--- src/bpa_pkg.sv ---
// ----------------------------------------------------------------------------
// bpa_pkg
// Shared types, codes and sizes for the buddy page allocator.
// ----------------------------------------------------------------------------
`default_nettype none

package bpa_pkg;

  localparam int PageW     = 12;   // page number width (page shift)
  localparam int OrderW    = 4;
  localparam int OpW       = 2;
  localparam int StatW     = 2;
  localparam int CfgW      = 13;
  localparam int TagW      = 5;    // order + 1, zero when no block starts here
  localparam int FmW       = 64;   // free map row width
  localparam int DefPages  = 4096;
  localparam int DefOrders = 11;
  localparam int PoolReset = 4096;

  localparam logic [OpW-1:0] OP_ALLOC   = 2'd0;
  localparam logic [OpW-1:0] OP_FREE    = 2'd1;
  localparam logic [OpW-1:0] OP_REBUILD = 2'd2;

  localparam logic [StatW-1:0] ST_DONE      = 2'd0;
  localparam logic [StatW-1:0] ST_NO_BLOCK  = 2'd1;
  localparam logic [StatW-1:0] ST_NOT_ALLOC = 2'd2;
  localparam logic [StatW-1:0] ST_BAD_ORDER = 2'd3;

  typedef struct packed {
    logic [OpW-1:0]    operation;
    logic [OrderW-1:0] order;
    logic [PageW-1:0]  block_page;
  } in_item_t;

  typedef struct packed {
    logic              ok;
    logic [PageW-1:0]  page;
    logic [StatW-1:0]  status;
  } out_item_t;

  typedef enum logic [3:0] {
    DP_NOP, DP_LOAD, DP_PICK, DP_SCAN_RD, DP_SCAN_CHK, DP_SPLIT_RD, DP_SPLIT_WR,
    DP_TAG_WR, DP_TAG_RD, DP_TAG_CHK, DP_MRG_RD, DP_MRG_CHK, DP_PUT_RD,
    DP_PUT_WR, DP_RB_INIT, DP_RB_STEP
  } dp_cmd_t;

  typedef struct packed {
    logic [OpW-1:0]   op;
    logic             ord_bad;
    logic             page_bad;
    logic             avail;
    logic             hit;
    logic             at_ord;
    logic             tag_zero;
    logic             can_merge;
    logic             buddy_free;
    logic             sweep_last;
    logic [PageW-1:0] page;
  } dp_stat_t;

endpackage

`default_nettype wire

--- src/bpa_ctrl.sv ---
// ----------------------------------------------------------------------------
// bpa_ctrl
// Controller: sequences allocate, free and rebuild; holds the result beat.
// ----------------------------------------------------------------------------
`default_nettype none

module bpa_ctrl (
  input  wire logic                clk,
  input  wire logic                rst_n,
  input  wire logic                in_valid,
  output logic                     in_stall,
  output logic                     out_valid,
  input  wire logic                out_stall,
  output bpa_pkg::out_item_t       out_data,
  output bpa_pkg::dp_cmd_t         dp_cmd,
  input  wire bpa_pkg::dp_stat_t   dp_stat
);

  typedef enum logic [15:0] {
    S_IDLE      = 16'h0001,
    S_DISPATCH  = 16'h0002,
    S_PICK      = 16'h0004,
    S_SCAN_RD   = 16'h0008,
    S_SCAN_CHK  = 16'h0010,
    S_SPLIT_RD  = 16'h0020,
    S_SPLIT_WR  = 16'h0040,
    S_TAG_WR    = 16'h0080,
    S_TAG_RD    = 16'h0100,
    S_TAG_CHK   = 16'h0200,
    S_MRG_RD    = 16'h0400,
    S_MRG_CHK   = 16'h0800,
    S_PUT_RD    = 16'h1000,
    S_PUT_WR    = 16'h2000,
    S_RB_STEP   = 16'h4000,
    S_DONE      = 16'h8000
  } state_t;

  state_t                      state_r, state_nxt;
  logic                        boot_r, boot_nxt;
  logic                        res_ok_r, res_ok_nxt;
  logic [bpa_pkg::StatW-1:0]   res_st_r, res_st_nxt;
  logic                        out_valid_r;
  bpa_pkg::out_item_t          out_data_r;
  logic                        fire;
  logic                        rb_init;

  always_comb begin
    state_nxt  = state_r;
    boot_nxt   = boot_r;
    res_ok_nxt = res_ok_r;
    res_st_nxt = res_st_r;
    dp_cmd     = bpa_pkg::DP_NOP;
    fire       = 1'b0;
    rb_init    = 1'b0;
    case (state_r)
      S_IDLE: begin
        if (in_valid) begin
          dp_cmd    = bpa_pkg::DP_LOAD;
          state_nxt = S_DISPATCH;
        end
      end
      S_DISPATCH: begin
        res_ok_nxt = 1'b0;
        state_nxt  = S_DONE;
        case (dp_stat.op)
          bpa_pkg::OP_ALLOC: begin
            res_st_nxt = bpa_pkg::ST_BAD_ORDER;
            if (!dp_stat.ord_bad) state_nxt = S_PICK;
          end
          bpa_pkg::OP_FREE: begin
            res_st_nxt = bpa_pkg::ST_NOT_ALLOC;
            if (!dp_stat.page_bad) state_nxt = S_TAG_RD;
          end
          bpa_pkg::OP_REBUILD: rb_init = 1'b1;
          default: res_st_nxt = bpa_pkg::ST_BAD_ORDER;
        endcase
      end
      S_PICK: begin
        dp_cmd = bpa_pkg::DP_PICK;
        if (dp_stat.avail) begin
          state_nxt = S_SCAN_RD;
        end else begin
          res_st_nxt = bpa_pkg::ST_NO_BLOCK;
          state_nxt  = S_DONE;
        end
      end
      S_SCAN_RD: begin
        dp_cmd    = bpa_pkg::DP_SCAN_RD;
        state_nxt = S_SCAN_CHK;
      end
      S_SCAN_CHK: begin
        dp_cmd    = bpa_pkg::DP_SCAN_CHK;
        state_nxt = dp_stat.hit ? S_SPLIT_RD : S_SCAN_RD;
      end
      S_SPLIT_RD: begin
        if (dp_stat.at_ord) begin
          state_nxt = S_TAG_WR;
        end else begin
          dp_cmd    = bpa_pkg::DP_SPLIT_RD;
          state_nxt = S_SPLIT_WR;
        end
      end
      S_SPLIT_WR: begin
        dp_cmd    = bpa_pkg::DP_SPLIT_WR;
        state_nxt = S_SPLIT_RD;
      end
      S_TAG_WR: begin
        dp_cmd     = bpa_pkg::DP_TAG_WR;
        res_ok_nxt = 1'b1;
        res_st_nxt = bpa_pkg::ST_DONE;
        state_nxt  = S_DONE;
      end
      S_TAG_RD: begin
        dp_cmd    = bpa_pkg::DP_TAG_RD;
        state_nxt = S_TAG_CHK;
      end
      S_TAG_CHK: begin
        dp_cmd    = bpa_pkg::DP_TAG_CHK;
        state_nxt = dp_stat.tag_zero ? S_DONE : S_MRG_RD;
      end
      S_MRG_RD: begin
        if (dp_stat.can_merge) begin
          dp_cmd    = bpa_pkg::DP_MRG_RD;
          state_nxt = S_MRG_CHK;
        end else begin
          state_nxt = S_PUT_RD;
        end
      end
      S_MRG_CHK: begin
        dp_cmd    = bpa_pkg::DP_MRG_CHK;
        state_nxt = dp_stat.buddy_free ? S_MRG_RD : S_PUT_RD;
      end
      S_PUT_RD: begin
        dp_cmd    = bpa_pkg::DP_PUT_RD;
        state_nxt = S_PUT_WR;
      end
      S_PUT_WR: begin
        dp_cmd     = bpa_pkg::DP_PUT_WR;
        res_ok_nxt = 1'b1;
        res_st_nxt = bpa_pkg::ST_DONE;
        state_nxt  = S_DONE;
      end
      S_RB_STEP: begin
        dp_cmd = bpa_pkg::DP_RB_STEP;
        if (dp_stat.sweep_last) begin
          res_ok_nxt = 1'b1;
          res_st_nxt = bpa_pkg::ST_DONE;
          boot_nxt   = 1'b0;
          state_nxt  = boot_r ? S_IDLE : S_DONE;
        end
      end
      S_DONE: begin
        if (!out_valid_r || !out_stall) begin
          fire      = 1'b1;
          state_nxt = S_IDLE;
        end
      end
      default: state_nxt = S_IDLE;
    endcase
    // rebuild entry is shared by reset and by the rebuild operation
    if (rb_init || (boot_r && state_r != S_RB_STEP)) begin
      dp_cmd    = bpa_pkg::DP_RB_INIT;
      state_nxt = S_RB_STEP;
    end
  end

  always_ff @(posedge clk) begin
    if (!rst_n) begin
      state_r     <= S_IDLE;
      boot_r      <= 1'b1;
      out_valid_r <= 1'b0;
    end else begin
      state_r <= state_nxt;
      boot_r  <= boot_nxt;
      if (fire) out_valid_r <= 1'b1;
      else if (!out_stall) out_valid_r <= 1'b0;
    end
  end

  always_ff @(posedge clk) begin
    res_ok_r <= res_ok_nxt;
    res_st_r <= res_st_nxt;
    if (fire) begin
      out_data_r.ok     <= res_ok_r;
      out_data_r.status <= res_st_r;
      out_data_r.page   <= (res_ok_r && dp_stat.op == bpa_pkg::OP_ALLOC) ?
                           dp_stat.page : '0;
    end
  end

  assign in_stall  = (state_r != S_IDLE) || boot_r;
  assign out_valid = out_valid_r;
  assign out_data  = out_data_r;

endmodule

`default_nettype wire

--- config.mk ---
export PLATFORM = sky130hd
export DESIGN_NAME = bpa_ctrl
export DESIGN_NICKNAME = d
export VERILOG_FILES = /design/src/bpa_pkg.sv /design/src/bpa_ctrl.sv
export SDC_FILE = /design/constraint.sdc
export NUM_CORES = 1
export LEC_CHECK = 0
export ABC_CLOCK_PERIOD_IN_PS = 3900
export BUFFER_PORTS_ARGS = -buffer_cell sky130_fd_sc_hd__buf_2
export CAP_MARGIN = 20
export CORE_MARGIN = 2
export CORE_UTILIZATION = 41
export CTS_CLUSTER_SIZE = 10
export DETAILED_ROUTE_END_ITERATION = 10
export GPL_TIMING_DRIVEN = 0
export SLEW_MARGIN = 15
export SYNTH_ARGS = -nofsm -noshare
export SYNTH_HDL_FRONTEND = slang
export SYNTH_SLANG_ARGS = --single-unit
--- constraint.sdc ---
create_clock -name clk -period 3.9 [get_ports clk]
set_input_delay 0.39 -clock clk [delete_from_list [all_inputs] [get_ports clk]]
set_output_delay 0.39 -clock clk [all_outputs]
set_load 0.01 [all_outputs]
==> impl_metrics.ini, run 1 <==
[flow_run]
drv_cap = 0

[timing]
max_slew_margin_pct = 44.74
worst_hold_slack_ps = 279.7
layout_min_cycle_time_ps = 3010
slew_violations = 0
maxClockFrequency_mhz = 332.3
final.setup.worst_slack_ps = 890.2
tightestPinTransition_ps = 828.9
rsz0062_at_grt = no
finalSetupTns_ps = 0
period_share_pct = 77.17
setup_viol = 0
timing.final.hold_violations = 0
skew_ps = 5.178

[hold_path]
timing.hold.worst_path_depth = 2
hold_path_startpoint = dp_stat[20]
worst_hold_path_type = input pin to register

[yosys]
postSynthNetCount = 222
yosysWarningCount = 0
synthFlopType = sky130_fd_sc_hd__edfxtp_1
syn_area_um2 = 1968
async_flop_share_pct = 0
ys_seq_area_share_pct = 45.77
synth-edff-count = 18
post_synth_main_area_contributors = sky130_fd_sc_hd__edfxtp_1 (27%), sky130_fd_sc_hd__dfxtp_1 (18%), sky130_fd_sc_hd__nor4b_1 (4.0%)
avgSynthCellArea_um2 = 10.09
postSynthCellCount = 195
synth_largest_type_area_fraction_pct = 27.46
synth_common_cells = sky130_fd_sc_hd__dfxtp_1 (18), sky130_fd_sc_hd__edfxtp_1 (18), sky130_fd_sc_hd__nand2_1 (18)
synth-seq-cells = 36
synth_cell_type_count = 52
synthDominantAreaCellType = sky130_fd_sc_hd__edfxtp_1

[layout]
final_net_count = 276
antenna_cells_inserted = 0
final_core_utilization_pct = 50.82
final_layout_size_suffix_gt1_share_pct = 31.60
area_growth_syn_to_layout_pct = 20.34

[power_and_ir_drop]
p_int_mw = 0.5744
cellLeakagePower_nw = 0.9022
total_power_mw = 0.7867
power.sequential.fraction_pct = 52.0
power_switching_mw = 0.2123
power-per-cell-area_nw_per_um2 = 332.1
vdd_ir_drop_max_mv = 0.1530
p_clk_share_pct = 33.5
power.share.switching_pct = 26.99
share_comb_of_total_power_pct = 14.5

[setup_path]
worst_ep_required_ps = 3510
endpoint_kind_of_the_worst_setup_timing_path = output pin
worst_r2r_startpoint = state_r[9]
startpoint = state_r[1]
arr_time_crit_path_ps = 2620
setup.worst_path.class = register to output pin
timing.critical_path.from_type = register
crit_fanout = 6
ff2ff_path_depth = 5

[clock_network]
post_cts_buffers = 0
cts_buffer_depth = 2
inserted_clock_buffers = 5
number_of_cells_upsized_or_downsized_after_cts = 0
clock_insertion_delay_worst_skew_ps = 290
clkTransAtPathRegs_ps = 70
cts-htree-levels = 2
ctsRootBufferMaster = sky130_fd_sc_hd__clkbuf_8
tritoncts_num_sinks = 36
cts_tree = yes
holdBufCountCts = 0

[global_route]
number_of_antenna_violations_at_the_first_check_in_global_routing = 0
grt_use_total_pct = 18.33
wire_length_of_the_first_global_routing_pass_um = 7300
first_global_vias = 1533
grt_max_degree = 16
grt_overflow_total = 0

[run_status]
outcome = finished clean

[drt]
antenna_violating_nets_post_route = 0
dr.pass1.iters = 4
drt_iter0_markers = 78
vias_per_cell = 5.704
drc = 0
num_vias = 1734
wire_per_inst_um = 15.90
wl_um = 4835

[placement]
placement.setup.worst_slack_ps = 1104
gp_congestion = 0.9003
place.port_buffers = 47
detailed_place_hpwl_um = 3661

[floorplan]
io-pin-count = 48
die_y_um = 73.29
floorplan.initialDensity_pct = 42.23
die-area_um2 = 5371
placementRows = 25
dieWidth_um = 73.29
core_area_um2 = 4661
==> final timing paths <==
kind                                     to  slack, ps
worst max-delay path              dp_cmd[3]        890
worst min-delay path             state_r[2]        280
worst max register to register  out_data[1]       1130
worst min register to register  out_data[1]        430
==> state kept, by name, indices dropped and copies added, names as in the netlist <==
name	flops
boot_r	1
res_ok_r	1
out_data	15
state_r	16
out_valid	1
res_st_r	2
==> final cells by class <==
type                       instances  area, um^2
buffer                            10       58.81
clock buffer                       5       68.82
sequential                        36       900.9
tap                               54       67.56
fill                             424        2292
inverter                           2       7.507
timing repair buffer              47       235.2
multi-input combinational        147        1011
clock inverter                     3       18.77
==> metrics by stage <==
stage / instance area (um^2) / cells
finish: 2369 / 304
global route: 2369 / 304
CTS: 2369 / 304
detailed placement: 2281 / 296
global placement: 2271 / 296
floorplan: 1968 / 195
==> critical path, cell delays in order, from the launching register on <==
cell                       delay (ps)
sky130_fd_sc_hd__dfxtp_1          360
sky130_fd_sc_hd__or4_1            540
sky130_fd_sc_hd__clkbuf_1         200
sky130_fd_sc_hd__nor3_2           410
sky130_fd_sc_hd__nand3_1          250
sky130_fd_sc_hd__and4_1           280
sky130_fd_sc_hd__o211ai_1         110
sky130_fd_sc_hd__buf_2            170
==> kinds of logic (layout without fill, tap and decap cells) <==
kind of cell | Yosys count | in the layout | synth area share [%]
AO/OA/AOI/OAI | 32 | 32 | 11.95
XOR/XNOR | 3 | 3 | 1.335
buffers and inverters | 12 | 67 | 3.370
flip-flops | 36 | 36 | 45.77
multiplexers | 2 | 2 | 1.017
AND/OR/NAND/NOR | 110 | 110 | 36.55
==> placed cells by master (no fill, tap or decap), types with 3 or more instances in the layout <==
cell type,n
sky130_fd_sc_hd__and2_1,12
sky130_fd_sc_hd__nor4_2,3
sky130_fd_sc_hd__clkbuf_1,5
sky130_fd_sc_hd__nand4_1,6
sky130_fd_sc_hd__edfxtp_1,18
sky130_fd_sc_hd__or4_4,5
sky130_fd_sc_hd__nor2b_1,4
sky130_fd_sc_hd__dfxtp_1,18
sky130_fd_sc_hd__buf_2,49
sky130_fd_sc_hd__nor4b_1,9
sky130_fd_sc_hd__nor2_1,17
sky130_fd_sc_hd__nand2_1,18
sky130_fd_sc_hd__clkbuf_8,5
sky130_fd_sc_hd__a22oi_1,3
sky130_fd_sc_hd__nand3_1,6
sky130_fd_sc_hd__nor3_1,6
sky130_fd_sc_hd__nand4b_1,3
sky130_fd_sc_hd__o21ai_0,5
sky130_fd_sc_hd__o22a_1,3
==> routing by layer <==
metal	part of all wire, %	up-vias	global-route usage, %
met4	1.2	0	5.556
met1	46	813	23.96
met5	0	-	0
met3	6.4	6	5.487
li1	-	855	-
met2	47	60	29.23
==> power by group through the flow <==
| stage | Clock (mW) | Sequential (mW) | Combinational, mW |
|---|---|---|---|
| global route | 0.286 | 0.410 | 0.126 |
| detailed placement | 0 | 0.418 | 0.113 |
| global placement | 0 | 0.417 | 0.113 |
| finish | 0.263 | 0.409 | 0.114 |
| CTS | 0.271 | 0.409 | 0.114 |
| floorplan | 0 | 0.416 | 0.0717 |
Note: power is estimated with default switching activity, not from simulation.
==> inputs of run 2 (changes only) <==
--- a/config.mk
+++ b/config.mk
@@ -5,7 +5,7 @@
 export SDC_FILE = /design/constraint.sdc
 export NUM_CORES = 1
 export LEC_CHECK = 0
-export ABC_CLOCK_PERIOD_IN_PS = 3900
+export ABC_CLOCK_PERIOD_IN_PS = 2500
 export BUFFER_PORTS_ARGS = -buffer_cell sky130_fd_sc_hd__buf_2
 export CAP_MARGIN = 20
 export CORE_MARGIN = 2
@@ -13,6 +13,7 @@
 export CTS_CLUSTER_SIZE = 10
 export DETAILED_ROUTE_END_ITERATION = 10
 export GPL_TIMING_DRIVEN = 0
+export PLACE_DENSITY = 0.66
 export SLEW_MARGIN = 15
 export SYNTH_ARGS = -nofsm -noshare
 export SYNTH_HDL_FRONTEND = slang
==> constraint.sdc (replaced) <==
create_clock -name clk -period 2.5 [get_ports clk]
set_input_delay 0.25 -clock clk [delete_from_list [all_inputs] [get_ports clk]]
set_output_delay 0.25 -clock clk [all_outputs]
set_load 0.01 [all_outputs]
==> impl_metrics.ini, run 2 (synthesized netlist as in run 1, its figures left out) <==
[clock_network]
cts_tree = yes
inserted_clock_buffers = 5
cts-htree-levels = 2
ctsRootBufferMaster = sky130_fd_sc_hd__clkbuf_8
clkTransAtPathRegs_ps = 70
clock_insertion_delay_worst_skew_ps = 290
cts_buffer_depth = 2
tritoncts_num_sinks = 36

[layout]
largest_register_ffs = 16
n_fill_cell = 409
area_growth_syn_to_layout_pct = 35.28
antenna_cells_inserted = 0
final_layout_size_suffix_gt1_share_pct = 45.66
final_area_um2 = 2663
mostFrequentLayoutCells = sky130_fd_sc_hd__buf_2 (48), sky130_fd_sc_hd__buf_4 (21), sky130_fd_sc_hd__nand2_1 (18), sky130_fd_sc_hd__edfxtp_1 (18), sky130_fd_sc_hd__nor2_1 (16)
regMostFlops = state_r
final_core_utilization_pct = 57.13
final_net_count = 291
fin_cells = 319
most_frequent_standard_cell_in_the_layout_excluding_fill_and_tap_cells = sky130_fd_sc_hd__buf_2

[placement]
placed_cell_area_um2 = 2280
placed_cells_incl_taps = 297
place.port_buffers = 47
detailed_place_hpwl_um = 3676
placement.setup.worst_slack_ps = -307.6
gp_congestion = 0.9805

[setup_path]
arr_time_crit_path_ps = 2310
timing.critical_path.cells = or4_4 -> or4_4 -> o21ai_4 -> nor2_4 -> a41oi_2 -> buf_2
crit_slowest_cell = sky130_fd_sc_hd__or4_4
cp_common_cell = sky130_fd_sc_hd__or4_4
worst_path_largest_cell_delay_ps = 600
timing.critical_path.from_type = register
endpoint_kind_of_the_worst_setup_timing_path = output pin
crit_fanout = 7
worst_ep_required_ps = 2250
setup.worst_path.class = register to output pin

[global_route]
number_of_antenna_violations_at_the_first_check_in_global_routing = 0
grt_max_degree = 16
first_global_vias = 1713
grt_overflow_total = 0
wire_length_of_the_first_global_routing_pass_um = 8418
grt_use_total_pct = 20.90

[run_status]
violations = negative setup slack
outcome = finished with violations

[floorplan]
die-area_um2 = 5371
io-pin-count = 48
die_y_um = 73.29
placementRows = 25
floorplan.initialDensity_pct = 42.23
core_area_um2 = 4661
dieWidth_um = 73.29

[timing]
setup_viol = 1
timing.final.hold_violations = 0
final.setup.worst_slack_ps = -63.94
rsz0062_at_grt = yes
max_slew_margin_pct = 55.36
slew_violations = 0
skew_ps = 8.848
maxClockFrequency_mhz = 390.0
tightestPinTransition_ps = 660.3
layout_min_cycle_time_ps = 2564
period_share_pct = 102.6

[drt]
antenna_violating_nets_post_route = 0
dr.pass1.iters = 4
wire_per_inst_um = 17.40
num_vias = 1864
wl_um = 5551
drc = 0
drt_iter0_markers = 101
vias_per_cell = 5.843

[power_and_ir_drop]
cellLeakagePower_nw = 1.032
power-per-cell-area_nw_per_um2 = 523.9
vdd_ir_drop_max_mv = 0.2314

[flow_run]
drv_cap = 0

[hold_path]
worst_hold_path_type = input pin to register
## run 2: changes by cell type in the layout (fill, tap and decap cells not counted), moves of 2 or more
cell	before	now
sky130_fd_sc_hd__dfxtp_4	0	2
sky130_fd_sc_hd__dfxtp_1	18	7
sky130_fd_sc_hd__clkbuf_1	5	1
sky130_fd_sc_hd__buf_4	1	21
sky130_fd_sc_hd__nand3_2	0	3
sky130_fd_sc_hd__nand3_1	6	3
sky130_fd_sc_hd__nor4_4	2	4
sky130_fd_sc_hd__dfxtp_2	0	9
## run 2: critical path, delay by kind of cell, from the launching register on
kind / cells / cell delay [ps]
DFF: 1 / 370
buffers and inverters: 1 / 160
AOI/OAI and AO/OA: 2 / 240
and+or+nand+nor: 3 / 1250
## run 2: through the flow
| stage | hold WS [ps] | setup TNS [ps] | total power [mW] |
|---|---|---|---|
| detailed placement | 404.5 | -4645 | 0.8289 |
| finish | 138.1 | -63.94 | 1.395 |
| global placement | 403.1 | -4653 | 0.8274 |
| floorplan | 311.9 | 0 | 0.7609 |
| CTS | 137.3 | -259.4 | 1.372 |
| global route | 133.3 | -135.4 | 1.448 |
## run 2: area by class of cell
class | count | area (um^2) | share of cell area (%)
clock buffers | 5 | 68.82 | 2.585
clock inverters | 3 | 42.54 | 1.598
repair buffers | 69 | 410.4 | 15.41
multi-input cells | 147 | 1124 | 42.20
well taps | 54 | 67.56 | 2.538
plain buffers | 3 | 22.52 | 0.8459
flip-flops and latches | 36 | 919.6 | 34.54
inverters | 2 | 7.507 | 0.2820
## run 2: path summary, 6_finish.rpt
check                                 start     endpoint  slack, ps  cells after the start
worst max-delay path             state_r[9]    dp_cmd[0]        -60                      6
worst min-delay path            dp_stat[20]   state_r[2]        140                      2
worst max register to register   state_r[9]  res_st_r[1]         80                      5
worst min register to register  res_st_r[0]  out_data[0]        420                      0
## run 2: where the power goes
group	internal, mW	total [mW]	switching (mW)
combinational	0.116	0.246	0.129
sequential	0.627	0.638	0.0108
clock	0.295	0.512	0.217
## run 2: what timing repair did
action	4_1_cts	5_1_grt
endpoints found under the setup margin	19	6
buffers inserted	12	9
hold buffers	0	0
resized for setup	14	19
pin swaps	9	9
## run 2: metal layers
layer  GRT usage, %  wire length [um]
met1          26.73              2217
met3          3.018               460
met2          34.53              2646
met4          10.08               227
met5              0                 0
==> inputs of run 3 (changes only) <==
--- a/config.mk
+++ b/config.mk
@@ -9,11 +9,10 @@
 export BUFFER_PORTS_ARGS = -buffer_cell sky130_fd_sc_hd__buf_2
 export CAP_MARGIN = 20
 export CORE_MARGIN = 2
-export CORE_UTILIZATION = 41
+export CORE_UTILIZATION = 30
 export CTS_CLUSTER_SIZE = 10
 export DETAILED_ROUTE_END_ITERATION = 10
 export GPL_TIMING_DRIVEN = 0
-export PLACE_DENSITY = 0.66
 export SLEW_MARGIN = 15
 export SYNTH_ARGS = -nofsm -noshare
 export SYNTH_HDL_FRONTEND = slang
==> impl_metrics.ini, run 3 (synthesized netlist as in run 1, its figures left out) <==
[layout]
fin_cells = 344
mostFrequentLayoutCells = sky130_fd_sc_hd__buf_2 (47), sky130_fd_sc_hd__buf_4 (22), sky130_fd_sc_hd__edfxtp_1 (18)
regMostFlops = state_r
final_core_utilization_pct = 43.03
area_growth_syn_to_layout_pct = 38.84
final_net_count = 293
most_frequent_standard_cell_in_the_layout_excluding_fill_and_tap_cells = sky130_fd_sc_hd__buf_2
largest_register_ffs = 16
antenna_cells_inserted = 0
final_area_um2 = 2733
final_layout_size_suffix_gt1_share_pct = 44.94

[timing]
tightestPinTransition_ps = 746.9
final.setup.worst_slack_ps = -36.70
layout_min_cycle_time_ps = 2537
finalSetupTns_ps = -72.53
maxClockFrequency_mhz = 394.2
period_share_pct = 101.5
slew_violations = 0
max_slew_margin_pct = 49.50
timing.final.hold_violations = 0
setup_viol = 2
rsz0062_at_grt = yes
worst_hold_slack_ps = 137.2
skew_ps = 3.369

[setup_path]
crit_slowest_cell = sky130_fd_sc_hd__or4_4
worst_path_largest_cell_delay_ps = 600
worst_ep_required_ps = 2250
crit_fanout = 5
cp_common_cell = sky130_fd_sc_hd__or4_4
timing.critical_path.from_type = register
setup.worst_path.class = register to output pin
endpoint_kind_of_the_worst_setup_timing_path = output pin
arr_time_crit_path_ps = 2290
timing.critical_path.cells = or4_4 -> or4_4 -> o21ai_4 -> nor2_2 -> a41oi_2 -> buf_2

[clock_network]
ctsRootBufferMaster = sky130_fd_sc_hd__clkbuf_8
clkTransAtPathRegs_ps = 70
cts-htree-levels = 2
inserted_clock_buffers = 5
tritoncts_num_sinks = 36
clock_insertion_delay_worst_skew_ps = 290
cts_buffer_depth = 2
cts_tree = yes

[run_status]
outcome = finished with violations
violations = negative setup slack

[drt]
sum_of_met3_wire_segment_lengths_after_detailed_routing_um = 471
drt_iter0_markers = 169
dr.pass1.iters = 4
route.layer.met1.wl_um = 2413
wire_per_inst_um = 15.69
top_layer_used = met4
drc = 0
vias_per_cell = 5.337
wl_um = 5397
num_vias = 1836
met2_length_um = 2408
antenna_violating_nets_post_route = 0

[power_and_ir_drop]
power-per-cell-area_nw_per_um2 = 504.9
vdd_ir_drop_max_mv = 0.2787
cellLeakagePower_nw = 1.046
total_power_mw = 1.380

[global_route]
grt_use_total_pct = 14.69
first_global_vias = 1718
wire_length_of_the_first_global_routing_pass_um = 8418
grt_max_degree = 16
number_of_antenna_violations_at_the_first_check_in_global_routing = 0
grt_overflow_total = 0

[hold_path]
worst_hold_path_type = input pin to register

[floorplan]
dieWidth_um = 85.00
floorplan.initialDensity_pct = 31.00
placementRows = 29
die_y_um = 85.00
core_area_um2 = 6350
die-area_um2 = 7224
io-pin-count = 48

[placement]
placed_cell_area_um2 = 2303
placement.setup.worst_slack_ps = -301.2
gp_congestion = 0.8656
placed_cells_incl_taps = 319
detailed_place_hpwl_um = 3704
place.port_buffers = 47

[flow_run]
drv_cap = 0
run 3: layout make-up:
type                            instances  area (um^2)
Fill cell                             617         3617
Multi-Input combinational cell        147         1130
Sequential cell                        36        924.6
Timing Repair Buffer                   72        455.4
Tap cell                               77        96.34
Clock buffer                            6        72.57
Clock inverter                          2        35.03
Buffer                                  2        11.26
Inverter                                2        7.507
run 3: per-layer routing:
metal,vias to the layer above,global-route usage (%)
li1,893,-
met1,841,20.11
met2,88,22.73
met3,14,3.988
met4,0,4.329
met5,-,0
run 3: what timing repair did:
item | 4_1_cts | 5_1_grt
hold buffers | 0 | 0
buffers inserted | 12 | 13
pin swaps | 13 | 7
gates resized for setup | 20 | 17
setup endpoints to repair | 19 | 19
run 3: critical path, delay by kind of cell, from the launching register on:
family | cells | cell delay (ps)
and+or+nand+nor | 3 | 1250
DFF | 1 | 350
AOI/OAI and AO/OA | 2 | 250
buffers and inverters | 1 | 150
run 3: final timing paths:
check	from	to	slack (ps)	cells past startpoint
worst max-delay path	state_r[10]	dp_cmd[0]	-40	6
worst min-delay path	dp_stat[19]	state_r[8]	140	2
worst max register to register	state_r[10]	res_st_r[0]	90	5
worst min register to register	res_st_r[0]	out_data[0]	420	0
run 3: power breakdown:
| group | internal [mW] | leakage (nW) | switching (mW) |
|---|---|---|---|
| Sequential | 0.624 | 0.324 | 0.0103 |
| Combinational | 0.111 | 0.666 | 0.125 |
| Clock | 0.296 | 0.0552 | 0.213 |
| Total | 1.03 | 1.05 | 0.348 |
